`src/sv/pnl_pkg.sv`:
```
package pnl_pkg;

   localparam int QTY_BITS     = 24;
   localparam int PRICE_BITS   = 32;
   localparam int WORD_BITS    = 64;
   localparam int AVG_BITS     = 63;
   localparam int MUL_BITS     = (QTY_BITS > PRICE_BITS) ? QTY_BITS : PRICE_BITS;
   localparam int MUL_CNT_BITS = $clog2(MUL_BITS + 1);
   localparam int DIV_CNT_BITS = $clog2(WORD_BITS + 1);

   localparam logic [WORD_BITS-1:0] WORD_MIN = {1'b1, {(WORD_BITS-1){1'b0}}};
   localparam logic [WORD_BITS-1:0] WORD_MAX = {1'b0, {(WORD_BITS-1){1'b1}}};

   typedef enum logic [1:0] {
      ST_APPLIED  = 2'd0,
      ST_OVERFLOW = 2'd1,
      ST_REJECTED = 2'd2
   } status_type;

   typedef struct packed {
      logic done;
      logic ovf;
   } mul_stat_type;

   function automatic logic [WORD_BITS-1:0] mag(input logic [WORD_BITS-1:0] a);
      return a[WORD_BITS-1] ? (~a + 1'b1) : a;
   endfunction

   function automatic logic add_ovf(input logic [WORD_BITS-1:0] a,
                                    input logic [WORD_BITS-1:0] b);
      logic [WORD_BITS-1:0] s;
      s = a + b;
      return (a[WORD_BITS-1] == b[WORD_BITS-1]) && (s[WORD_BITS-1] != a[WORD_BITS-1]);
   endfunction

   function automatic logic sub_ovf(input logic [WORD_BITS-1:0] a,
                                    input logic [WORD_BITS-1:0] b);
      logic [WORD_BITS-1:0] d;
      d = a - b;
      return (a[WORD_BITS-1] != b[WORD_BITS-1]) && (d[WORD_BITS-1] != a[WORD_BITS-1]);
   endfunction

endpackage

```
`src/sv/pnl_mul.sv`:
```
module pnl_mul import pnl_pkg::*; (
   input  logic                 clock,
   input  logic                 reset,
   input  logic                 start,
   input  logic [WORD_BITS-1:0] mul_a,
   input  logic [MUL_BITS-1:0]  mul_b,
   output mul_stat_type         stat,
   output logic [WORD_BITS-1:0] product
);

   logic [WORD_BITS-1:0]    mag_ff;
   logic [MUL_BITS-1:0]     mult_ff;
   logic [WORD_BITS-1:0]    acc_ff;
   logic                    big_ff;
   logic                    neg_ff;
   logic [MUL_CNT_BITS-1:0] cnt_ff;
   logic                    busy_ff;
   logic                    done_ff;

   logic [WORD_BITS-1:0] addend;
   logic [WORD_BITS:0]   sum;
   logic [WORD_BITS-1:0] lim;

   always_comb begin
      addend = mult_ff[MUL_BITS-1] ? mag_ff : '0;
      sum    = {1'b0, acc_ff[WORD_BITS-2:0], 1'b0} + {1'b0, addend};
      lim    = neg_ff ? WORD_MIN : WORD_MAX;
   end

   always_ff @(posedge clock) begin
      if (reset) begin
         busy_ff <= 1'b0;
         done_ff <= 1'b0;
      end else begin
         done_ff <= 1'b0;
         if (start) begin
            mag_ff  <= mag(mul_a);
            neg_ff  <= mul_a[WORD_BITS-1];
            mult_ff <= mul_b;
            acc_ff  <= '0;
            big_ff  <= 1'b0;
            cnt_ff  <= MUL_CNT_BITS'(MUL_BITS);
            busy_ff <= 1'b1;
         end else if (busy_ff) begin
            // shift-add one multiplier bit per cycle, MSB first; sticky on carry out
            acc_ff  <= sum[WORD_BITS-1:0];
            big_ff  <= big_ff | acc_ff[WORD_BITS-1] | sum[WORD_BITS];
            mult_ff <= mult_ff << 1;
            cnt_ff  <= cnt_ff - 1'b1;
            if (cnt_ff == MUL_CNT_BITS'(1)) begin
               busy_ff <= 1'b0;
               done_ff <= 1'b1;
            end
         end
      end
   end

   assign stat.done = done_ff;
   assign stat.ovf  = big_ff || (acc_ff > lim);
   assign product   = neg_ff ? (~acc_ff + 1'b1) : acc_ff;

endmodule

```
`config.mk`:
```
export PLATFORM = sky130hd
export DESIGN_NAME = pnl_mul
export DESIGN_NICKNAME = d
export VERILOG_FILES = /design/src/sv/pnl_pkg.sv /design/src/sv/pnl_mul.sv
export SDC_FILE = /design/constraint.sdc
export NUM_CORES = 1
export LEC_CHECK = 0
export BUFFER_PORTS_ARGS = -buffer_cell sky130_fd_sc_hd__buf_2
export CORE_MARGIN = 2
export CORE_UTILIZATION = 25
export DETAILED_ROUTE_END_ITERATION = 8
export GPL_ROUTABILITY_DRIVEN = 0
export MAX_ROUTING_LAYER = met4
export PLACE_DENSITY = 0.49
export SETUP_SLACK_MARGIN = 0.1
export SLEW_MARGIN = 40
export SYNTH_ARGS = -nofsm -noshare
export SYNTH_HDL_FRONTEND = slang
export SYNTH_SLANG_ARGS = --single-unit
```
`constraint.sdc`:
```
create_clock -name clock -period 6.62 [get_ports clock]
set_input_delay 0.993 -clock clock [delete_from_list [all_inputs] [get_ports clock]]
set_output_delay 0.993 -clock clock [all_outputs]
set_load 0.01 [all_outputs]
```
; After elaboration in Yosys (flattened, before gate mapping)
; Cells that the tools add are included.
[word_totals]
elab_cells = 39
mem_bits_rw = 0
latchBits = 0
rom_bits = 0
in_bits = 99
regBits = 170
mem_count = 0
[op_classes]
multipliers = 0
order_cmp = 1
div = 0
reduce_logical = 5
n_addsub = 4
n_mux = 13
shifts = 0
n_bitwise = 6
eq_ne = 1
[ops]
columns = cell, n
row1 = $mux 64, 4
row2 = $add 64x1->64 const B, 2
row3 = $not 64->64, 2
row4 = $add 64x64->65, 1
row5 = $gt 64x64->1, 1
row6 = $mux 32, 2
row7 = $mux 63, 1
row8 = $eq 6x1->1 const B, 1
row9 = $mux 6, 1
row10 = $sub 6x1->6 const B, 1
row11 = $mux 1, 5
row12 = $reduce_and 2->1, 2
row13 = $reduce_or 3->1, 1
row14 = $not 1->1, 2
row15 = $or 1x1->1, 2
row16 = $reduce_bool 2->1, 1
row17 = $logic_or 1x1->1, 1

; Depth between registers and ports, before layout
; Gate-level depths: netlist of the first run.
[depth]
ltp_word = 4
mapped_depth = 15
mapped_depth_nobuf = 13

; Worst setup path after synthesis of the first run
; No wires, ideal clock.
[synth_timing]
kind = input port to flip-flop
from = input start
to = register acc_ff[0] (enable)
setup_slack_ps = 415
path_stages = 3
required_ps = 6053
arrival_ps = 5638
cell_sequence = clkbuf_1 nor2_1 nor2_1
[synth_between]
elab_chain_cells = 2
[synth_rtl]
columns = item, line_no
row1 = start: declaration, pnl_mul.sv:4  ; input logic start,
row2 = $reduce_bool 2->1 (no source line), n/a
row3 = $reduce_and 2->1 (no source line), n/a
row4 = end signal: assignment, pnl_mul.sv:46  ; acc_ff <= sum[WORD_BITS-1:0];
row5 = end: declaration, pnl_mul.sv:13  ; logic [WORD_BITS-1:0] acc_ff;
; Every way passes these cells.
; A chain may end at the register's enable or synchronous reset.

; Final worst setup path of the first run
[layout_timing]
from = register acc_ff[49]
to = output product[63]
[layout_between]
elab_chain_cells = 3
[layout_rtl]
columns = item, line_no
row1 = $not 64->64, pnl_mul.sv:60  ; assign product = neg_ff ? (~acc_ff + 1'b1) : acc_ff;
row2 = $add 64x1->64, pnl_mul.sv:60
row3 = $mux 64, pnl_mul.sv:60
row4 = end: declaration, pnl_mul.sv:8  ; output logic [WORD_BITS-1:0] product
; Every way passes these cells.

==> flow_metrics.tcl, run 1 <==
set metrics [dict create \
    drt_pass1_iterations 5 \
    hold_end "done_ff$_SDFF_PP0_" \
    ys_warn_count 0 \
    irDropWorstVdd_mv 0.124 \
    r2r_start "mult_ff[31]$_DFFE_PP_" \
    fillers 5898 \
    startpoint_type "flip-flop" \
    synth_seq_cells 170 \
    hp-class "reg -> reg" \
    synth_cells 1462 \
    port_buffers 164 \
    cp_max_fo 4 \
    cts.sink_count 170 \
    maxCapViolCount 0 \
    cts_tree "yes" \
    ys_types 66 \
    crit_arrival_ps 4190 \
    num_rows 86 \
    dp_hpwl_mm 34.4 \
    dp_slack_ps 1870 \
    slew_viol_final 0 \
    antenna_found_initial 17 \
    area_delta_synth_final_pct 15.9 \
    remaining_drc_errors 0 \
    cts-resized-gates 0 \
    r2r_end "acc_ff[62]$_SDFFCE_PP0P_" \
    synth_fp_nets 1693 \
    die_w_um 241 \
    clk_path_buf_depth 2 \
    yosysSeqAreaShare_pct 36.2 \
    regArea_um2 5080 \
    core_um2 55300 \
    yosysTopAreaCell "edfxtp_1" \
    slew_headroom_pct 45.4 \
    r2r_slack_ps 1950 \
    root_buffer "clkbuf_16" \
    cts_setup_buffers 0 \
    async_flop_share_pct 0 \
    setup_slack_ps 1440 \
    power_frac_clock_pct 28.6 \
    power.share.switching_pct 33.4 \
    power_frac_comb_pct 30.8 \
    start_util_pct 25.4 \
    yosys.area.top_type_share_pct 35.9 \
    rsz0062_at_grt "no" \
    yosys-top-cells-count "edfxtp_1, xnor2_1, ha_1" \
    wire_per_inst_um 17.9 \
    p_seq_share_pct 40.6 \
    setup_tns_ps 0 \
    io_pins 165 \
    setup_violations 0 \
    grt_max_degree 85 \
    cts.clk_slew.worst_paths_ps 70 \
    status "complete, no violations" \
    grt_pass1_wl_mm 65.7 \
    vias 11600 \
    drt-initial-drc-count 977 \
    dominantRegCellSynth "edfxtp_1" \
    skew_ps 15.0 \
    r2r.worst_path.cells 13 \
    grt_remaining_overflow 0 \
    grt_pass1_vias 11400 \
    synth_area_um2 14000 \
    multi_input_area_um2 8670 \
    powerDensity_nw_per_um2 213 \
    p_int_w 0.00231 \
    die_y_um 241 \
    period_needed_ps 5180 \
    timing.final.crit_share_pct 78.3 \
    worstSetupPathType "reg -> out" \
    detail-route-antenna-nets 0 \
    worst_pin_slew_ps 814 \
    track_usage_pct 15.2 \
    leakage_nw 6.32 \
    synth.most_common_cell "edfxtp_1" \
    clkLatencyLatePin_ps 450 \
    avgSynthCellArea_um2 9.61 \
    via_per_inst 4.88 \
    p_sw_w 0.00116 \
    wl_mm 42.6 \
    drive_gt1_share_pct 16.5 \
    hold_violations 0 \
    synth_area_leaders "edfxtp_1, ha_1, xnor2_1" \
    h-tree-depth 4 \
    min_delay_path_depth 1 \
    dieArea_um2 58100 \
    synth_edf_count 168 \
    cp.required_ps 5630 \
    max_freq_mhz 193 \
    cp-end-kind "output pin" \
    cts_buffers 17 \
    hp-start "busy_ff$_SDFF_PP0_" \
    nNetsFinal 1827 \
    postCtsHoldBufs 0 \
]
## registers in the layout, summed over array words and instances (netlist names)
register  count
mult_ff      32
mag_ff       64
neg_ff        1
busy_ff       1
cnt_ff        6
done_ff       1
acc_ff       64
big_ff        1
## cells in the final DEF (no fill, tap or decap), drive strengths merged, types with 3 or more instances in the layout
cell and instances:
nand3 19, inv 20, diode 17, o41ai 17
mux2 36, nand2 89, a21o 76, nor3 25
or4 17, buf 177, o21bai 11, o211ai 6
xnor2 149, nand2b 14, and2 68, and4 4
clkinv 3, o21a 7, nor2b 18, nand4 34
nor4 9, clkinvlp 5, edfxtp 168, and3 6
a211oi 7, xor2 28, ha 131, or2 12
o21ai 91, a221oi 3, o31ai 48, a31oi 15
a21oi 96, clkbuf 20, or3 33, nor2 113
## through the flow
stage / cell area [um^2] / hold WS (ps) / std cells / total power [W] / utilization, %
5_1_grt: 16300 / 499 / 2373 / 0.00368 / 29.4
6_report: 16300 / 483 / 2373 / 0.00347 / 29.4
4_1_cts: 16200 / 489 / 2356 / 0.00351 / 29.4
3_5_place_dp: 15700 / 474 / 2325 / 0.00250 / 28.4
2_1_floorplan: 14000 / 458 / 1462 / 0.00214 / -
3_3_place_gp: 15700 / 475 / 2325 / 0.00249 / 28.3
## power groups by stage
stage,combinational [W],clock [W],sequential (W)
detailed placement,0.00107,0,0.00143
global placement,0.00106,0,0.00143
floorplan,0.000748,0,0.00139
CTS,0.00107,0.00103,0.00141
global route,0.00120,0.00106,0.00142
finish,0.00107,0.000991,0.00141
## metal layers
layer	track usage (%)	part of all wire (%)	vias to the layer above
met3	3.73	6.6	55
li1	-	-	5772
met4	5.35	2.8	0
met5	-	0	-
met2	23.0	44	288
met1	19.8	47	5477
## worst max-delay path: stages (launching register included)
cell and delay (ps):
edfxtp_1 470, or3_1 460, or3_1 370, or2_2 340
or4_1 450, or3_1 460, or4_1 500, o41ai_1 390
xnor2_1 160, buf_2 150
## cell families (layout without fill, tap and decap cells)
family                   count (synthesis)  in the layout  share of synthesized area [%]
multiplexers                            36             36                           2.89
AND/OR/NAND/NOR                        470            470                           17.7
flip-flops                             170            170                           36.2
buffers and inverters                   81            227                           2.23
other                                    0             17                              0
adder cells (fa/ha/maj)                132            132                           11.8
AO/OA/AOI/OAI                          396            396                           18.2
XOR/XNOR                               177            177                           11.0
## worst max-delay path by stage
stage	startpoint	slack [ps]	end	depth (start not counted)
CTS	acc_ff[0]$_SDFFCE_PP0P_	1370	product[60]	13
detailed placement	acc_ff[0]$_SDFFCE_PP0P_	1870	product[60]	13
floorplan	start	410	acc_ff[0]$_SDFFCE_PP0P_	3
global route	acc_ff[2]$_SDFFCE_PP0P_	1070	product[60]	12
finish	acc_ff[49]$_SDFFCE_PP0P_	1440	product[63]	9
global placement	acc_ff[1]$_SDFFCE_PP0P_	1900	product[58]	12
## final cells by class
type                    instances  share of cell area, %
clock buffers                  20                   2.68
clock inverters                11                  0.760
flip-flops and latches        170                   31.2
well taps                     748                   5.75
multi-input cells            1211                   53.2
repair buffers                177                   5.69
diodes                         17                  0.261
inverters                      19                  0.438
Note: power is estimated with default switching activity, not from simulation.
==> inputs of run 2 (changes only) <==
--- a/config.mk
+++ b/config.mk
@@ -11,7 +11,7 @@
 export DETAILED_ROUTE_END_ITERATION = 8
 export GPL_ROUTABILITY_DRIVEN = 0
 export MAX_ROUTING_LAYER = met4
-export PLACE_DENSITY = 0.49
+export PLACE_DENSITY = 0.5
 export SETUP_SLACK_MARGIN = 0.1
 export SLEW_MARGIN = 40
 export SYNTH_ARGS = -nofsm -noshare
==> constraint.sdc (replaced) <==
create_clock -name clock -period 4.7 [get_ports clock]
set_input_delay 0.705 -clock clock [delete_from_list [all_inputs] [get_ports clock]]
set_output_delay 0.705 -clock clock [all_outputs]
set_load 0.01 [all_outputs]
==> flow_metrics.tcl, run 2 (synthesized netlist as in run 1, its figures left out) <==
set metrics [dict create \
    status "complete, no violations" \
    cp_num_buf_inv 1 \
    fin_util_pct 30.1 \
    leakage_nw 6.53 \
    period_needed_ps 4510 \
    slew_viol_final 0 \
    start_util_pct 25.4 \
    cts_tree "yes" \
    root_buffer "clkbuf_16" \
    drive_gt1_share_pct 19.0 \
    grt_max_degree 73 \
    worst_pin_slew_ps 697 \
    clkLatencyLatePin_ps 450 \
    port_buffers 164 \
    cp_max_fo 4 \
    postCtsHoldBufs 0 \
    largestRegisters "acc_ff (64), mag_ff (64), mult_ff (32)" \
    h-tree-depth 4 \
    area_delta_synth_final_pct 18.5 \
    remaining_drc_errors 0 \
    hp-class "reg -> reg" \
    via_per_inst 4.85 \
    cts.clk_slew.worst_paths_ps 70 \
    final_cell_mix "edfxtp_1, buf_2, xnor2_1" \
    irDropWorstVdd_mv 0.178 \
    antenna_found_initial 16 \
    vias 11600 \
    detail-route-antenna-nets 0 \
    wl_mm 42.7 \
    crit_path_max_incr_delay_ps 480 \
    crit_arrival_ps 3810 \
    cts_buffers 17 \
    startpoint_type "flip-flop" \
    cp.required_ps 3990 \
    rsz0062_at_grt "no" \
    multi_input_area_um2 8760 \
    die_y_um 241 \
    setup_tns_ps 0 \
    timing.final.crit_share_pct 96.0 \
    fillers 5853 \
    hold_violations 0 \
    powerDensity_nw_per_um2 298 \
    wire_per_inst_um 17.8 \
    track_usage_pct 15.1 \
    grt_pass1_vias 11400 \
    maxCapViolCount 0 \
    dieArea_um2 58100 \
    cp_top_family "simple AND/OR/NAND/NOR gates" \
    drt-initial-drc-count 713 \
    worstSetupPathType "reg -> out" \
    nNetsFinal 1855 \
    setup_slack_ps 190 \
    grt_pass1_wl_mm 65.3 \
    skew_ps 16.2 \
    num_rows 86 \
    dp_hpwl_mm 34.7 \
    die_w_um 241 \
    setup_violations 0 \
    dp_slack_ps 390 \
    cp-end-kind "output pin" \
    worstPathCellList "or3_4 > or3_1 > or2_4 > or4_4 > or3_4 > or4_4 > o41ai_4 > xnor2_1 > buf_2" \
    layout_commonest_cell "edfxtp_1" \
    grt_remaining_overflow 0 \
    regArea_um2 5080 \
    slew_headroom_pct 53.5 \
    cp_slowest_cell "or4_4" \
    max_freq_mhz 222 \
    drt_pass1_iterations 5 \
    clk_path_buf_depth 2 \
    cts.sink_count 170 \
    hold_ws_ps 493 \
    io_pins 165 \
    core_um2 55300 \
]
[run 2: cell count changes in the layout (fill, tap and decap cells not counted), moves of 3 or more]
| cell | previous run | this run |
|---|---|---|
| clkbuf_1 | 3 | 0 |
| or4_4 | 4 | 7 |
| o41ai_1 | 15 | 12 |
| buf_12 | 0 | 4 |
| inv_6 | 1 | 4 |
| buf_4 | 14 | 38 |
| or4_1 | 13 | 10 |
[run 2: cell type report]
cell class	instances	area share (%)
multi-input cells	1211	52.6
diodes	16	0.240
clock buffers	17	2.55
flip-flops and latches	170	30.5
clock inverters	15	0.894
well taps	748	5.62
inverters	19	0.428
repair buffers	205	7.09
[run 2: repair_timing]
action | 4_1_cts | 5_1_grt
gates resized for setup | 5 | 15
setup buffers | 1 | 4
pin swaps | 0 | 1
setup endpoints to repair | 9 | 15
endpoints found under the hold margin | 0 | 0
[run 2: metal layers]
metal,vias to the layer above,global-route usage [%],routed length [um]
li1,5820,-,-
met1,5528,19.5,20200
met2,251,23.4,19000
met3,43,3.43,2450
met4,0,4.66,1030
met5,-,-,0
[run 2: worst register-to-register path, cell delays in order (launching register included)]
cell      delay, ps
edfxtp_1        470
buf_4           240
and2_1          160
ha_1            370
and4_1          260
nand2_1          80
o21ai_0         390
a31oi_1         170
buf_4           170
o41ai_1         390
buf_4           210
a311o_1         200
a31oi_1         140
buf_4           170
o21bai_1        140
mux2_2          350
[run 2: power breakdown]
group          switching, W  internal, W
Sequential         0.000131      0.00184
Combinational      0.000898     0.000667
Clock              0.000645     0.000783
Total               0.00167      0.00329
[run 2: final timing paths]
path                            slack, ps                     start                       end  cells past startpoint
worst max-delay path                  190  acc_ff[49]$_SDFFCE_PP0P_               product[63]                      9
worst min-delay path                  490        busy_ff$_SDFF_PP0_        done_ff$_SDFF_PP0_                      1
worst max register to register        570     mult_ff[31]$_DFFE_PP_  acc_ff[57]$_SDFFCE_PP0P_                     15
worst min register to register        490        busy_ff$_SDFF_PP0_        done_ff$_SDFF_PP0_                      1
[run 2: metrics by stage]
stage	power [W]	cell area [um^2]	std cells
finish	0.00496	16700	2401
global route	0.00525	16700	2401
CTS	0.00500	16500	2381
detailed placement	0.00356	15900	2348
global placement	0.00353	15900	2347
floorplan	0.00301	14100	1462
==> inputs of run 3 (changes only) <==
--- a/config.mk
+++ b/config.mk
@@ -11,7 +11,7 @@
 export DETAILED_ROUTE_END_ITERATION = 8
 export GPL_ROUTABILITY_DRIVEN = 0
 export MAX_ROUTING_LAYER = met4
-export PLACE_DENSITY = 0.5
+export PLACE_DENSITY = 0.49
 export SETUP_SLACK_MARGIN = 0.1
 export SLEW_MARGIN = 40
 export SYNTH_ARGS = -nofsm -noshare
==> constraint.sdc (replaced) <==
create_clock -name clock -period 5.3 [get_ports clock]
set_input_delay 0.795 -clock clock [delete_from_list [all_inputs] [get_ports clock]]
set_output_delay 0.795 -clock clock [all_outputs]
set_load 0.01 [all_outputs]
==> flow_metrics.tcl, run 3 (synthesized netlist as in run 1, its figures left out) <==
set metrics [dict create \
    crit_arrival_ps 4130 \
    wl_mm 42.5 \
    gr-max-usage-layer "met2" \
    irDropWorstVdd_mv 0.183 \
    cp-end-kind "output pin" \
    timing.final.crit_share_pct 93.0 \
    io_pins 165 \
    cts_buffers 17 \
    nNetsFinal 1830 \
    hp-class "reg -> reg" \
    h-tree-depth 4 \
    postCtsHoldBufs 0 \
    cts.sink_count 170 \
    core_um2 55300 \
    cts_tree "yes" \
    start_util_pct 25.4 \
    num_rows 86 \
    setup_tns_ps 0 \
    layout_commonest_cell "edfxtp_1" \
    grt_max_degree 73 \
    fin_util_pct 29.6 \
    r2r_slack_ps 940 \
    worstSetupPathType "reg -> out" \
    cp_max_fo 4 \
    track_usage_pct 15.1 \
    vias 11500 \
    final_area_um2 16400 \
    port_buffers 164 \
    final_cells 2377 \
    leakage_nw 6.37 \
    area_delta_synth_final_pct 16.5 \
    cp.required_ps 4510 \
    met2_usage_pct 22.3 \
    die_w_um 241 \
    maxCapViolCount 0 \
    drt-initial-drc-count 917 \
    globalRouteMet3Util_pct 3.63 \
    via_per_inst 4.82 \
    grt_remaining_overflow 0 \
    grt_pass1_vias 11300 \
    max_freq_mhz 203 \
    dp_cells 2328 \
    startpoint_type "flip-flop" \
    dp_hpwl_mm 34.6 \
    die_y_um 241 \
    skew_ps 14.5 \
    cp_slowest_cell "or4_1" \
    rsz0062_at_grt "no" \
    setup_violations 0 \
    period_needed_ps 4930 \
    largestRegisters "acc_ff (64), mag_ff (64), mult_ff (32)" \
    post_dp_cell_area_um2 15700 \
    slew_headroom_pct 49.1 \
    final_cell_mix "edfxtp_1, buf_2, xnor2_1" \
    wire_per_inst_um 17.9 \
    clk_path_buf_depth 2 \
    powerDensity_nw_per_um2 269 \
    drt_pass1_iterations 5 \
    remaining_drc_errors 0 \
    grt_pass1_wl_mm 65.4 \
    dieArea_um2 58100 \
    met1_usage_pct 19.9 \
    cpMostUsedCell "or3_1" \
    cts.clk_slew.worst_paths_ps 70 \
    detail-route-antenna-nets 0 \
    clkLatencyLatePin_ps 450 \
    root_buffer "clkbuf_16" \
    worst_pin_slew_ps 761 \
    status "complete, no violations" \
    antenna_found_initial 17 \
    slew_viol_final 0 \
    worstPathCellList "or3_1 > or3_1 > or2_2 > or4_1 > or3_1 > or4_1 > o41ai_1 > xnor2_1 > buf_2" \
    crit_path_max_incr_delay_ps 480 \
    drive_gt1_share_pct 17.1 \
    hold_violations 0 \
]
==> run 3: changes by cell type in the layout (fill, tap and decap cells not counted), moves of 3 or more <==
cell / delta
clkinv_2: -3
inv_8: +4
buf_12: -3
buf_4: -22
==> run 3: layout make-up <==
cell class              count  area (um^2)
diodes                     17         42.5
clock buffers              17          425
clock inverters            15          179
fillers                  5866        38900
inverters                  19         71.3
multi-input cells        1211         8680
flip-flops and latches    170         5080
well taps                 748          936
repair buffers            180          956
==> run 3: where the power goes <==
part | total [W] | switching, W | internal (W)
Sequential | 0.00175 | 0.000118 | 0.00163
Combinational | 0.00134 | 0.000782 | 0.000563
Clock | 0.00132 | 0.000602 | 0.000714
Total | 0.00441 | 0.00150 | 0.00291
==> run 3: what timing repair did <==
action,CTS,global route
setup buffers,0,0
setup endpoints to repair,0,3
gates resized for setup,0,2
==> run 3: stage by stage <==
step / hold slack [ps] / setup slack (ps) / total power, W
6_report: 488 / 370 / 0.00441
5_1_grt: 502 / 181 / 0.00467
4_1_cts: 489 / 248 / 0.00445
3_5_place_dp: 480 / 749 / 0.00312
3_3_place_gp: 475 / 847 / 0.00311
2_1_floorplan: 458 / 779 / 0.00267
==> run 3: worst max-delay path, delay by kind of cell, from the launching register on <==
kind	cells	cell delay (ps)
and+or+nand+nor	6	2540
AOI/OAI and AO/OA	1	400
buffers and inverters	1	150
DFF	1	460
xor gates and xnor gates	1	160
==> run 3: path summary, 6_finish.rpt <==
check	from	endpoint	cells past startpoint
hold / removal	busy_ff$_SDFF_PP0_	done_ff$_SDFF_PP0_	1
setup / recovery	acc_ff[49]$_SDFFCE_PP0P_	product[63]	9
setup reg to reg	mult_ff[31]$_DFFE_PP_	acc_ff[61]$_SDFFCE_PP0P_	14
hold reg to reg	busy_ff$_SDFF_PP0_	done_ff$_SDFF_PP0_	1
==> run 3: layer usage <==
metal	vias up	routed length [um]	part of all wire (%)
met3	55	2760	6.5
met5	-	0	0
met2	294	18400	43
met4	0	1240	2.9
met1	5330	20100	47
li1	5777	-	-
