`src/sv/pnl_pkg.sv`:
```
package pnl_pkg;

   localparam int QTY_BITS     = 24;
   localparam int PRICE_BITS   = 32;
   localparam int WORD_BITS    = 64;
   localparam int AVG_BITS     = 63;
   localparam int MUL_BITS     = (QTY_BITS > PRICE_BITS) ? QTY_BITS : PRICE_BITS;
   localparam int MUL_CNT_BITS = $clog2(MUL_BITS + 1);
   localparam int DIV_CNT_BITS = $clog2(WORD_BITS + 1);

   localparam logic [WORD_BITS-1:0] WORD_MIN = {1'b1, {(WORD_BITS-1){1'b0}}};
   localparam logic [WORD_BITS-1:0] WORD_MAX = {1'b0, {(WORD_BITS-1){1'b1}}};

   typedef enum logic [1:0] {
      ST_APPLIED  = 2'd0,
      ST_OVERFLOW = 2'd1,
      ST_REJECTED = 2'd2
   } status_type;

   typedef struct packed {
      logic done;
      logic ovf;
   } mul_stat_type;

   function automatic logic [WORD_BITS-1:0] mag(input logic [WORD_BITS-1:0] a);
      return a[WORD_BITS-1] ? (~a + 1'b1) : a;
   endfunction

   function automatic logic add_ovf(input logic [WORD_BITS-1:0] a,
                                    input logic [WORD_BITS-1:0] b);
      logic [WORD_BITS-1:0] s;
      s = a + b;
      return (a[WORD_BITS-1] == b[WORD_BITS-1]) && (s[WORD_BITS-1] != a[WORD_BITS-1]);
   endfunction

   function automatic logic sub_ovf(input logic [WORD_BITS-1:0] a,
                                    input logic [WORD_BITS-1:0] b);
      logic [WORD_BITS-1:0] d;
      d = a - b;
      return (a[WORD_BITS-1] != b[WORD_BITS-1]) && (d[WORD_BITS-1] != a[WORD_BITS-1]);
   endfunction

endpackage

```
`src/sv/pnl_div.sv`:
```
module pnl_div import pnl_pkg::*; (
   input  logic                 clock,
   input  logic                 reset,
   input  logic                 start,
   input  logic [WORD_BITS-1:0] num,
   input  logic [WORD_BITS-1:0] den,
   output logic                 done,
   output logic [WORD_BITS-1:0] quo
);

   logic [WORD_BITS-1:0]    num_ff;
   logic [WORD_BITS-1:0]    den_ff;
   logic [WORD_BITS-1:0]    rem_ff;
   logic [DIV_CNT_BITS-1:0] cnt_ff;
   logic                    busy_ff;
   logic                    done_ff;

   logic [WORD_BITS-1:0] trial;
   logic                 ge;

   always_comb begin
      trial = {rem_ff[WORD_BITS-2:0], num_ff[WORD_BITS-1]};
      ge    = trial >= den_ff;
   end

   always_ff @(posedge clock) begin
      if (reset) begin
         busy_ff <= 1'b0;
         done_ff <= 1'b0;
      end else begin
         done_ff <= 1'b0;
         if (start) begin
            num_ff  <= num;
            den_ff  <= den;
            rem_ff  <= '0;
            cnt_ff  <= DIV_CNT_BITS'(WORD_BITS);
            busy_ff <= 1'b1;
         end else if (busy_ff) begin
            // restoring step; quotient bits shift in behind the dividend
            rem_ff <= ge ? (trial - den_ff) : trial;
            num_ff <= {num_ff[WORD_BITS-2:0], ge};
            cnt_ff <= cnt_ff - 1'b1;
            if (cnt_ff == DIV_CNT_BITS'(1)) begin
               busy_ff <= 1'b0;
               done_ff <= 1'b1;
            end
         end
      end
   end

   assign done = done_ff;
   assign quo  = num_ff;

endmodule

```
`config.mk`:
```
export PLATFORM = sky130hd
export DESIGN_NAME = pnl_div
export DESIGN_NICKNAME = d
export VERILOG_FILES = /design/src/sv/pnl_pkg.sv /design/src/sv/pnl_div.sv
export SDC_FILE = /design/constraint.sdc
export NUM_CORES = 1
export LEC_CHECK = 0
export ABC_AREA = 0
export BUFFER_PORTS_ARGS = -buffer_cell sky130_fd_sc_hd__buf_2
export CORE_MARGIN = 5
export CORE_UTILIZATION = 31
export DETAILED_ROUTE_END_ITERATION = 10
export SYNTH_ARGS = -nofsm -noshare
export SYNTH_HDL_FRONTEND = slang
export SYNTH_SLANG_ARGS = --single-unit
```
`constraint.sdc`:
```
create_clock -name clock -period 7.7 [get_ports clock]
set_input_delay 0.77 -clock clock [delete_from_list [all_inputs] [get_ports clock]]
set_output_delay 0.77 -clock clock [all_outputs]
set_load 0.03 [all_outputs]
```
=== Word-level counts from Yosys, hierarchy flattened ===
Index checks and enable logic that the tools add are counted.

* $add $sub $neg: 2
* Order comparisons: 1
* Equal/unequal tests: 1
* Multiplexer cells: 9
* Bitwise gates (word level): 2
* Reduce and logical (&&, ||, !) cells: 4

{| class="wikitable"
|+ Operators by type and width
! cell !! number
|-
| two-way mux 64 bit || 2
|-
| two-way mux 63 bit || 2
|-
| greater-or-equal comparator 64 bit || 1
|-
| subtractor 63 bit || 1
|-
| equality test 7 x 1 -> 1 bit (second input constant) || 1
|-
| two-way mux 7 bit || 1
|-
| subtractor 7 x 1 -> 7 bit (second input constant) || 1
|-
| two-way mux 1 bit || 4
|-
| AND reduction 2 bit || 2
|-
| OR reduction 3 bit || 1
|-
| inverter 1 bit || 2
|-
| nonzero test 2 bit || 1
|}

* Flip-flop bits (word level): 200
* Input port bits: 131
* Word-level logic and storage cells: 25

=== Logic depth before layout (Yosys ltp) ===
Gate-level depths: netlist of the first run.

* Depth in word-level cells: 4
* Mapped depth: 16
* Mapped depth without buffers: 13

=== Least setup slack after synthesis of the first run ===
OpenSTA, ideal clock, no wires.

* Kind: in2reg
* Start point: input start
* End point: register cnt_ff[0], enable pin
* Library setup time: 0.629 ns
* Arrival: 7.262 ns
* Data required time: 7.071 ns
* Setup slack: -0.191 ns
* Stages on the path: 5
* Path buffers: 3
* Cell sequence: clkbuf_1 > clkbuf_1 > buf_1 > nor2_1 > nor2_1

* Cells in the longest elaborated chain, start to end: 2

{| class="wikitable"
|+ Ends and longest elaborated chain
! element !! line !! source
|-
| start: declaration || pnl_div.sv:4 || <nowiki>input logic start,</nowiki>
|-
| nonzero test 2 bit (no line) || - ||
|-
| AND reduction 2 bit (no line) || - ||
|-
| end signal: assignment || pnl_div.sv:36 || <nowiki>cnt_ff <= DIV_CNT_BITS'(WORD_BITS);</nowiki>
|-
| end signal: assignment || pnl_div.sv:42 || <nowiki>cnt_ff <= cnt_ff - 1'b1;</nowiki>
|-
| end: declaration || pnl_div.sv:14 || <nowiki>logic [DIV_CNT_BITS-1:0] cnt_ff;</nowiki>
|}

No other way between the ends.
A chain may end at the register's enable or synchronous reset.

=== Worst setup path in the final report of the first run ===
* Start point: register num_ff[63], in the netlist quo[63]
* End point: register rem_ff[62] (data pin)

* Cells in the longest elaborated chain, start to end: 3
* Elaborated cells on any way between the ends: 4
* Classes of those cells: add/sub: 1; order compare: 1; mux: 2

{| class="wikitable"
|+ Ends and longest elaborated chain
! element !! line !! source
|-
| start: declaration || pnl_div.sv:11 || <nowiki>logic [WORD_BITS-1:0] num_ff;</nowiki>
|-
| start signal: assignment || pnl_div.sv:33 || <nowiki>num_ff <= num;</nowiki>
|-
| start signal: assignment || pnl_div.sv:41 || <nowiki>num_ff <= {num_ff[WORD_BITS-2:0], ge};</nowiki>
|-
| subtractor 63 bit or greater-or-equal comparator 64 bit (tied branches) || pnl_div.sv:40, pnl_div.sv:23 ||
|-
| two-way mux 63 bit * || pnl_div.sv:40 || <nowiki>rem_ff <= ge ? (trial - den_ff) : trial;</nowiki>
|-
| two-way mux 63 bit * || pnl_div.sv:38 || <nowiki>end else if (busy_ff) begin</nowiki>
|-
| end signal: assignment || pnl_div.sv:40 ||
|-
| end: declaration || pnl_div.sv:13 || <nowiki>logic [WORD_BITS-1:0] rem_ff;</nowiki>
|}

Mark *: on every way between the ends. The rest lies on a longest branch, timed or not. The select of a mux whose other input is x is not followed.

==> metrics.md, run 1 <==
| Metric | Value |
|---|---|
| Outcome | finished clean |
| Cell row count | 72 |
| Post-Syn Instances | 1,134 |
| Reg2reg setup slack | 3430 ps |
| Top FF cell, synth | edfxtp_1 |
| Min Tclk post-route | 4273 ps |
| DR vias/cell | 4.984 |
| Setup violators final | 0 |
| Number of flops mapped to enable cells by yosys | 198 |
| Stages on worst setup path | 14 |
| Width of the chip | 206.7 um |
| Worst Hold Class | in2reg |
| Reg2Reg Capture Point | rem_ff[62]$_SDFFCE_PP0P_ |
| Root buf cell | clkbuf_16 |
| Mapped Avg Cell Area | 10.57 um2 |
| Final period utilization | 55.49% |
| Crit path capture type | register |
| I/O pins | 196 |
| Syn_nets | 1,332 |
| Final ANT Viol Nets | 0 |
| CP Buf/Inv Count | 2 |
| Asr flop ratio synth | 0% |
| # DRC | 0 |
| Total negative setup slack | 0 ps |
| Nature of the critical path startpoint | register |
| Port bufs | 195 |
| Peak supply drop | 0.0001426 V |
| Initial core utilization | 31.17% |
| FF+latch count, synth | 200 |
| All-Layer GR Usage | 14.00% |
| Critical Path RT | 7920 ps |
| Largest net degree at the start of global routing | 72 |
| Static Leak | 0.005793 uW |
| Final-report hold violation count | 0 |
| Core area | 0.03847 mm2 |
| Cell area after synthesis | 0.01199 mm2 |
| CP max stage delay | 870 ps |
| Max clock buf depth | 2 |
| Clock transition at path regs | 100 ps |
| Crit Path Max Fanout | 27 |
| Critical path origin | quo[63]$_DFFE_PP_ |
| CP Data Arrival Time | 4490 ps |
| TritonCTS buffer count | 17 |
| Worst-margin pin slew | 1146 ps |
| Pwr dens | 224.7 mW/mm2 |
| Post-synth cell types | 68 |
| Worst reg-to-reg path cell count | 14 |
| Vias | 9,106 |
| Synthesis-to-layout area growth | 17.22% |
| Register area share after synthesis | 49.92% |
| Max cap viols | 0 |
| Final Max Slew Viols | 0 |
| H-tree depth | 4 |
| Detail Placement HPWL | 22.78 mm |
| Final wirelength | 30.83 mm |
| Die Height | 206.7 um |
| Critical path's slowest cell | nor2_2 |
| Crit path kind | reg2reg |
| Vias in the first global route | 8,854 |
| Reg-to-reg startpoint | quo[63]$_DFFE_PP_ |
| Rel. slew slack | 23.53% |
| Iteration-0 DRC count of the detailed router | 569 |
| CP Capture Point | rem_ff[62]$_SDFFCE_PP0P_ |
| Initial antenna violation count | 2 |
| Post-CTS setup buffer count | 0 |
| Routed len/inst | 16.87 um |
| TritonCTS clock tree | yes |
| First-pass GRT wire length | 47.53 mm |
| Clock sink total | 200 |
| Synth warn | 0 |
| Fmax | 0.2340 GHz |
| Die Footprint | 0.04271 mm2 |
| Top delay family on crit path | compound AO/OA/AOI/OAI gates |
| GP Congestion | 0.8401 |
| Layout Skew | 20.38 ps |
| FILL cells | 3,876 |
| Hold_ws | 473.9 ps |
| Clock Latency Late Sink | 460 ps |
| RSZ-0062 raised after global routing | no |
| DRT Pass-1 Iters | 5 |
| GRT overflow | 0 |
| Share of cells above drive strength 1 | 24.69% |
| NumNets Final | 1,493 |
| CP cell instances | inv_1, ha_1, fa_1, nand2b_1, a21o_1, a311oi_1, a311o_1, o21a_1, o211ai_2, a21boi_2, nor2_2, buf_4, nor4b_1, a211o_1 |
| Post_cts resized | 0 |
| Hold_buf cts | 0 |
## worst min path at each step
| stage | start | slack (ps) | endpoint | depth (start not counted) |
|---|---|---|---|---|
| finish | den[58] | 470 | den_ff[58]$_DFFE_PP_ | 1 |
| global route | den[56] | 440 | den_ff[56]$_DFFE_PP_ | 1 |
| CTS | den[57] | 440 | den_ff[57]$_DFFE_PP_ | 1 |
| detailed placement | busy_ff$_SDFF_PP0_ | 480 | done$_SDFF_PP0_ | 1 |
| global placement | busy_ff$_SDFF_PP0_ | 490 | done$_SDFF_PP0_ | 1 |
| floorplan | busy_ff$_SDFF_PP0_ | 470 | done$_SDFF_PP0_ | 1 |
## synth_stat cells, types with 3 or more instances
master	number	area share (%)
o21bai_1	13	0.81
or4_1	4	0.25
a31oi_1	8	0.42
o211ai_1	7	0.44
buf_1	4	0.13
nor2b_1	9	0.47
edfxtp_1	198	50
nand2_1	124	3.9
o21ai_2	3	0.22
nand4_1	27	1.4
xor2_1	22	1.6
nor4_1	5	0.26
nand2b_1	6	0.31
a21o_1	42	2.6
or3_1	4	0.21
a21oi_1	118	4.9
mux2_2	63	5.9
nor3_1	11	0.46
and2_1	4	0.21
ha_1	66	6.9
a22o_1	5	0.37
and3_1	6	0.31
a211oi_1	19	1.2
o31ai_1	4	0.25
a211o_1	4	0.29
clkbuf_1	32	1.0
o21ai_0	33	1.4
o21ai_1	3	0.13
inv_1	85	2.7
nor2_1	71	2.2
buf_2	13	0.54
buf_4	6	0.38
or2_2	5	0.26
o21a_1	4	0.25
xnor2_1	35	2.6
nand3_1	29	1.2
## through the flow
step                util [%]  std cells  worst slack (ps)  area [um2]  total power (uW)
finish                 36.54       1827              3427       14050              3157
global route           36.54       1827              3116       14050              3331
CTS                    36.53       1826              3437       14050              3191
detailed placement     34.85       1794              3454       13400              2200
global placement       34.85       1794              3588       13400              2193
floorplan                  -       1134              2067       11990              1996
## layout by cell type, fill, tap and decap left out, types with 5 or more instances in the layout
cell type    n
nor3_1      11
and3_1       6
clkinv_8     8
or2_2        5
buf_2      194
ha_1        66
a21o_1      42
buf_4        7
a211oi_1    19
edfxtp_1   198
xor2_1      22
inv_1       85
a22o_1       5
nand2b_1     5
nor2b_1      9
o21ai_0     33
nand2_1    124
nor2_1      68
nand3_1     29
o211ai_1     7
clkbuf_16   17
mux2_2      63
xnor2_1     35
o21bai_1    13
a21oi_1    118
nand4_1     27
nor4_1       5
a31oi_1      8
## state kept, by name, summed over array words and instances (netlist names)
register  flops
quo          64
busy_ff       1
done          1
cnt_ff        7
rem_ff       63
den_ff       64
## power by group
| group | leakage (uW) | switching, uW | internal [uW] |
|---|---|---|---|
| combinational | 0.00357 | 515 | 319 |
| sequential | 0.00191 | 40.1 | 1310 |
| clock | 0.000310 | 497 | 479 |
## area by class of cell
type                    instances  area (um2)  share of cell area, %
diodes                          1       2.502                0.01780
clock buffers                  17       425.4                  3.027
clock inverters                15       222.7                  1.585
inverters                      85       319.1                  2.270
multi-input cells             790        5428                  38.62
flip-flops and latches        200        5986                  42.59
well taps                     518       648.1                  4.611
repair buffers                201        1023                  7.282
## logic make-up after synthesis
kind of cell | Yosys count | share of synthesized area, %
flip-flops | 200 | 49.92
multiplexers | 64 | 6.000
AO/OA/AOI/OAI | 290 | 15.84
buffers and inverters | 144 | 4.978
adder cells (fa/ha/maj) | 67 | 7.054
XOR/XNOR | 57 | 4.164
AND/OR/NAND/NOR | 312 | 12.04
## layer usage
layer,share of wire [%],vias to the layer above,track usage (%)
met2,50,197,23.38
met1,45,4410,18.67
met5,0,-,0
met4,1.3,0,3.517
li1,-,4472,-
met3,4.5,27,2.921
Power figures use the tool's default switching activity.
==> inputs of run 2 (changes only) <==
==> constraint.sdc (replaced) <==
create_clock -name clock -period 4 [get_ports clock]
set_input_delay 0.4 -clock clock [delete_from_list [all_inputs] [get_ports clock]]
set_output_delay 0.4 -clock clock [all_outputs]
set_load 0.03 [all_outputs]
==> metrics.md, run 2 (same netlist as run 1, synthesis figures left out) <==
| Metric | Value |
|---|---|
| NumNets Final | 1,501 |
| Share of cells above drive strength 1 | 25.00% |
| Root buf cell | clkbuf_16 |
| Pre-CTS setup slack | 347.4 ps |
| Crit path capture type | register |
| Worst-margin pin slew | 898.6 ps |
| TritonCTS buffer count | 17 |
| Setup violators final | 0 |
| Rel. slew slack | 40.09% |
| Die Footprint | 0.04271 mm2 |
| Nature of the critical path startpoint | register |
| Clock Latency Late Sink | 460 ps |
| Vias | 9,087 |
| Hold Crit Start | den[58] |
| Outcome | finished clean |
| H-tree depth | 4 |
| Post_cts resized | 0 |
| Final ANT Viol Nets | 0 |
| Final-report hold violation count | 0 |
| Synthesis-to-layout area growth | 17.36% |
| Critical Path RT | 4280 ps |
| Crit path kind | reg2reg |
| FILL cells | 3,905 |
| Largest net degree at the start of global routing | 69 |
| Reg-to-reg startpoint | quo[63]$_DFFE_PP_ |
| Reg2reg setup slack | 350 ps |
| Hold path cells | 1 |
| Post-CTS setup buffer count | 0 |
| Min Tclk post-route | 3649 ps |
| Total negative setup slack | 0 ps |
| Max clock buf depth | 2 |
| Layout Skew | 15.97 ps |
| Initial antenna violation count | 3 |
| Routed len/inst | 16.82 um |
| CP max stage delay | 380 ps |
| I/O pins | 196 |
| DR vias/cell | 4.947 |
| Width of the chip | 206.7 um |
| Peak supply drop | 0.0002978 V |
| Hold_buf cts | 0 |
| Initial core utilization | 31.17% |
| Worst reg-to-reg path cell count | 14 |
| Clock transition at path regs | 90 ps |
| Endpoint, Worst Hold | den_ff[58]$_DFFE_PP_ |
| Final period utilization | 91.22% |
| GRT overflow | 0 |
| Pwr dens | 422.7 mW/mm2 |
| GP Congestion | 0.8738 |
| Critical path's slowest cell | edfxtp_1 |
| Final wirelength | 30.90 mm |
| Die Height | 206.7 um |
| DRT Pass-1 Iters | 5 |
| Worst Hold Class | in2reg |
| Hold_ws | 106.6 ps |
| Reg2Reg Capture Point | rem_ff[36]$_SDFFCE_PP0P_ |
| PnR worst setup slack | 351.2 ps |
| First-pass GRT wire length | 48.08 mm |
| Highest-count cells in the layout ignoring fill and taps | 198 x edfxtp_1, 194 x buf_2, 124 x nand2_1 |
| RSZ-0062 raised after global routing | no |
| Cell row count | 72 |
| Most common cell after layout, fill and taps aside | edfxtp_1 |
| Crit Path Max Fanout | 46 |
| Detail Placement HPWL | 22.87 mm |
| # DRC | 0 |
| Overall Power | 5948 uW |
| CP cell instances | inv_1, ha_1, fa_1, nand2b_1, a21o_1, a311oi_1, a311o_1, o21a_1, o211ai_2, a21boi_2, nand2b_2, buf_12, nor2_1, a211oi_1 |
| All-Layer GR Usage | 14.24% |
| Core area | 0.03847 mm2 |
| Static Leak | 0.005810 uW |
| Max cap viols | 0 |
| TritonCTS clock tree | yes |
| Final Max Slew Viols | 0 |
| Iteration-0 DRC count of the detailed router | 611 |
| Fmax | 0.2741 GHz |
| Port bufs | 195 |
| CP Data Arrival Time | 3930 ps |
| Vias in the first global route | 8,835 |
| Clock sink total | 200 |
run 2: routing by layer:
metal / up-vias / wire, um / share of wire, % / GRT usage, %
li1: 4486 / - / - / -
met4: 0 / 275 / 0.89 / 3.398
met5: - / 0 / 0 / 0
met2: 226 / 15110 / 49 / 22.98
met3: 19 / 1350 / 4.4 / 2.890
met1: 4356 / 14170 / 46 / 19.78
run 2: layout make-up:
class / count / area [um2] / area share (%)
Inverter: 85 / 319.1 / 2.267
Clock inverter: 13 / 137.6 / 0.9780
Timing Repair Buffer: 209 / 1109 / 7.878
Antenna cell: 3 / 7.507 / 0.05335
Sequential cell: 200 / 5986 / 42.54
Multi-Input combinational cell: 790 / 5433 / 38.61
Tap cell: 518 / 648.1 / 4.606
Clock buffer: 19 / 432.9 / 3.076
run 2: worst max-delay path by stage:
stage          depth (start not counted)         startpoint  slack, ps                       end
2_1_floorplan                          5              start        240   cnt_ff[0]$_SDFFCE_PP0P_
3_3_place_gp                          13  quo[63]$_DFFE_PP_        510  rem_ff[58]$_SDFFCE_PP0P_
3_5_place_dp                          14  quo[63]$_DFFE_PP_        350  rem_ff[41]$_SDFFCE_PP0P_
4_1_cts                               14  quo[63]$_DFFE_PP_        320  rem_ff[41]$_SDFFCE_PP0P_
5_1_grt                               14  quo[63]$_DFFE_PP_         70  rem_ff[36]$_SDFFCE_PP0P_
6_report                              14  quo[63]$_DFFE_PP_        350  rem_ff[36]$_SDFFCE_PP0P_
run 2: critical path: cells and delay by family, from the launching register on:
| family | cells | cell delay (ps) |
|---|---|---|
| AND/OR/NAND/NOR | 3 | 620 |
| flip-flops | 1 | 380 |
| buffers and inverters | 2 | 320 |
| AO/OA/AOI/OAI | 7 | 1520 |
| adder cells (fa/ha/maj) | 2 | 590 |
run 2: power by group:
| group | internal [uW] | switching [uW] |
|---|---|---|
| logic | 633 | 994 |
| clock network | 831 | 897 |
| registers | 2520 | 76.2 |
run 2: stage by stage:
stage          instance area, um2  utilization (%)  instances
2_1_floorplan               12000                -       1134
3_3_place_gp                13490            35.08       1802
3_5_place_dp                13490            35.08       1802
4_1_cts                     14060            36.56       1834
5_1_grt                     14070            36.58       1837
6_report                    14070            36.58       1837
==> inputs of run 3 (changes only) <==
--- a/config.mk
+++ b/config.mk
@@ -8,8 +8,10 @@
 export ABC_AREA = 0
 export BUFFER_PORTS_ARGS = -buffer_cell sky130_fd_sc_hd__buf_2
 export CORE_MARGIN = 5
-export CORE_UTILIZATION = 31
+export CORE_UTILIZATION = 50
 export DETAILED_ROUTE_END_ITERATION = 10
+export PLACE_DENSITY = 0.72
+export SLEW_MARGIN = 10
 export SYNTH_ARGS = -nofsm -noshare
 export SYNTH_HDL_FRONTEND = slang
 export SYNTH_SLANG_ARGS = --single-unit
==> metrics.md, run 3 (same netlist as run 1, synthesis figures left out) <==
| Metric | Value |
|---|---|
| Outcome | finished clean |
| All-Layer GR Usage | 21.41% |
| Total negative setup slack | 0 ps |
| Cells after DPL | 1,603 |
| Port bufs | 195 |
| Crit path capture type | register |
| Met3 Resource Use GR | 2.695% |
| Reg area | 0.005986 mm2 |
| Clock power frac | 30.2% |
| Final-report hold violation count | 0 |
| Rel. slew slack | 37.84% |
| Synthesis-to-layout area growth | 15.80% |
| Critical path's slowest cell | edfxtp_1 |
| Reg-to-reg startpoint | quo[63]$_DFFE_PP_ |
| Largest net degree at the start of global routing | 123 |
| Switching Fraction | 33.01% |
| DR vias/cell | 5.628 |
| Layout Skew | 20.82 ps |
| CP max stage delay | 380 ps |
| Die Height | 164.9 um |
| Initial core utilization | 50.93% |
| Die Footprint | 0.02718 mm2 |
| Hold_buf cts | 0 |
| Routed len/inst | 18.18 um |
| Max cap viols | 0 |
| Post_cts resized | 0 |
| GR Layer Usage met2 | 35.61% |
| CP Buf/Inv Count | 2 |
| Peak supply drop | 0.0003278 V |
| Share of cells above drive strength 1 | 25.15% |
| Routing usage on met1 | 29.07% |
| Detail Placement HPWL | 21.69 mm |
| Crit Path Max Fanout | 41 |
| Endpoint, Worst Hold | den_ff[56]$_DFFE_PP_ |
| Sw power | 2002 uW |
| Part of the power in registers | 42.7% |
| Core area | 0.02354 mm2 |
| Setup violators final | 0 |
| GRT overflow | 0 |
| Final period utilization | 88.77% |
| TritonCTS clock tree | yes |
| TritonCTS buffer count | 17 |
| Worst-margin pin slew | 932.4 ps |
| RSZ-0062 raised after global routing | no |
| Post-route insts no fill | 1,638 |
| Reg2Reg Capture Point | rem_ff[16]$_SDFFCE_PP0P_ |
| Width of the chip | 164.9 um |
| I/O pins | 196 |
| GP Congestion | 0.9473 |
| Fmax | 0.2816 GHz |
| Hold path cells | 1 |
| Global route hottest layer | met2 |
| Critical Path RT | 4250 ps |
| Worst reg-to-reg path cell count | 14 |
| Multi-input logic area | 0.005433 mm2 |
| Clock transition at path regs | 90 ps |
| CP Data Arrival Time | 3800 ps |
| Placed Area | 0.01326 mm2 |
| Final Cell Area | 0.01388 mm2 |
| Clock sink total | 200 |
| Initial antenna violation count | 0 |
| Vias | 9,219 |
| Max clock buf depth | 2 |
| Cell row count | 56 |
| Most common cell after layout, fill and taps aside | edfxtp_1 |
| Top delay family on crit path | compound AO/OA/AOI/OAI gates |
| NumNets Final | 1,501 |
| Final wirelength | 29.78 mm |
| Pwr dens | 436.9 mW/mm2 |
| Clock Latency Late Sink | 450 ps |
| FILL cells | 2,052 |
| Hold Crit Start | den[56] |
| Final ANT Viol Nets | 0 |
| DRT Pass-1 Iters | 5 |
| Logic pwr share | 27.0% |
| H-tree depth | 4 |
| # DRC | 0 |
| Final Max Slew Viols | 0 |
| Post-CTS setup buffer count | 0 |
| Vias in the first global route | 9,010 |
| Nature of the critical path startpoint | register |
| Reg2reg setup slack | 450 ps |
| CP cell instances | inv_1, ha_1, fa_1, nand2b_1, a21o_1, a311oi_1, a311o_1, o21a_1, o211ai_2, a21boi_2, nand2b_2, buf_12, nor2_1, a211oi_1 |
| Static Leak | 0.005834 uW |
| Worst Hold Class | in2reg |
| Root buf cell | clkbuf_16 |
| Internal Dissipation | 4064 uW |
| First-pass GRT wire length | 46.44 mm |
| Iteration-0 DRC count of the detailed router | 758 |
| Min Tclk post-route | 3551 ps |
| Crit path kind | reg2reg |
| Highest-count cells in the layout ignoring fill and taps | 198 x edfxtp_1, 194 x buf_2, 124 x nand2_1 |
==> run 3: power by group through the flow <==
stage	clock network [uW]	registers [uW]	logic [uW]
detailed placement	0	2640	1610
finish	1830	2590	1640
global placement	0	2630	1600
CTS	1870	2590	1630
global route	1940	2610	1800
floorplan	0	2700	1130
==> run 3: routing by layer <==
layer / up-vias / wire [um]
li1: 4489 / -
met4: 0 / 565
met5: - / 0
met2: 232 / 14770
met3: 40 / 1135
met1: 4458 / 13310
==> run 3: how the worst max path moves through the flow <==
stage / startpoint / to / slack [ps] / cells past startpoint
floorplan: start / cnt_ff[0]$_SDFFCE_PP0P_ / 240 / 5
global placement: quo[63]$_DFFE_PP_ / rem_ff[52]$_SDFFCE_PP0P_ / 610 / 13
detailed placement: quo[63]$_DFFE_PP_ / rem_ff[20]$_SDFFCE_PP0P_ / 490 / 14
CTS: quo[63]$_DFFE_PP_ / rem_ff[16]$_SDFFCE_PP0P_ / 470 / 14
global route: quo[63]$_DFFE_PP_ / rem_ff[36]$_SDFFCE_PP0P_ / 240 / 14
finish: quo[63]$_DFFE_PP_ / rem_ff[16]$_SDFFCE_PP0P_ / 450 / 14
==> run 3: area by class of cell <==
| cell class | instances | area share (%) |
|---|---|---|
| Sequential cell | 200 | 43.11 |
| Timing Repair Buffer | 209 | 8.074 |
| Multi-Input combinational cell | 790 | 39.13 |
| Clock buffer | 17 | 3.064 |
| Antenna cell | 3 | 0.05407 |
| Clock inverter | 15 | 1.397 |
| Inverter | 85 | 2.298 |
| Tap cell | 319 | 2.875 |
==> run 3: per-stage QoR <==
stage	util (%)	setup WS, ps	total power [uW]	hold WS, ps
CTS	58.94	465.7	6087	107.5
global placement	56.31	610.4	4229	476.2
finish	58.98	449.3	6066	117.8
floorplan	-	237.6	3838	466.0
global route	58.94	237.5	6353	110.4
detailed placement	56.31	487.8	4251	483.1
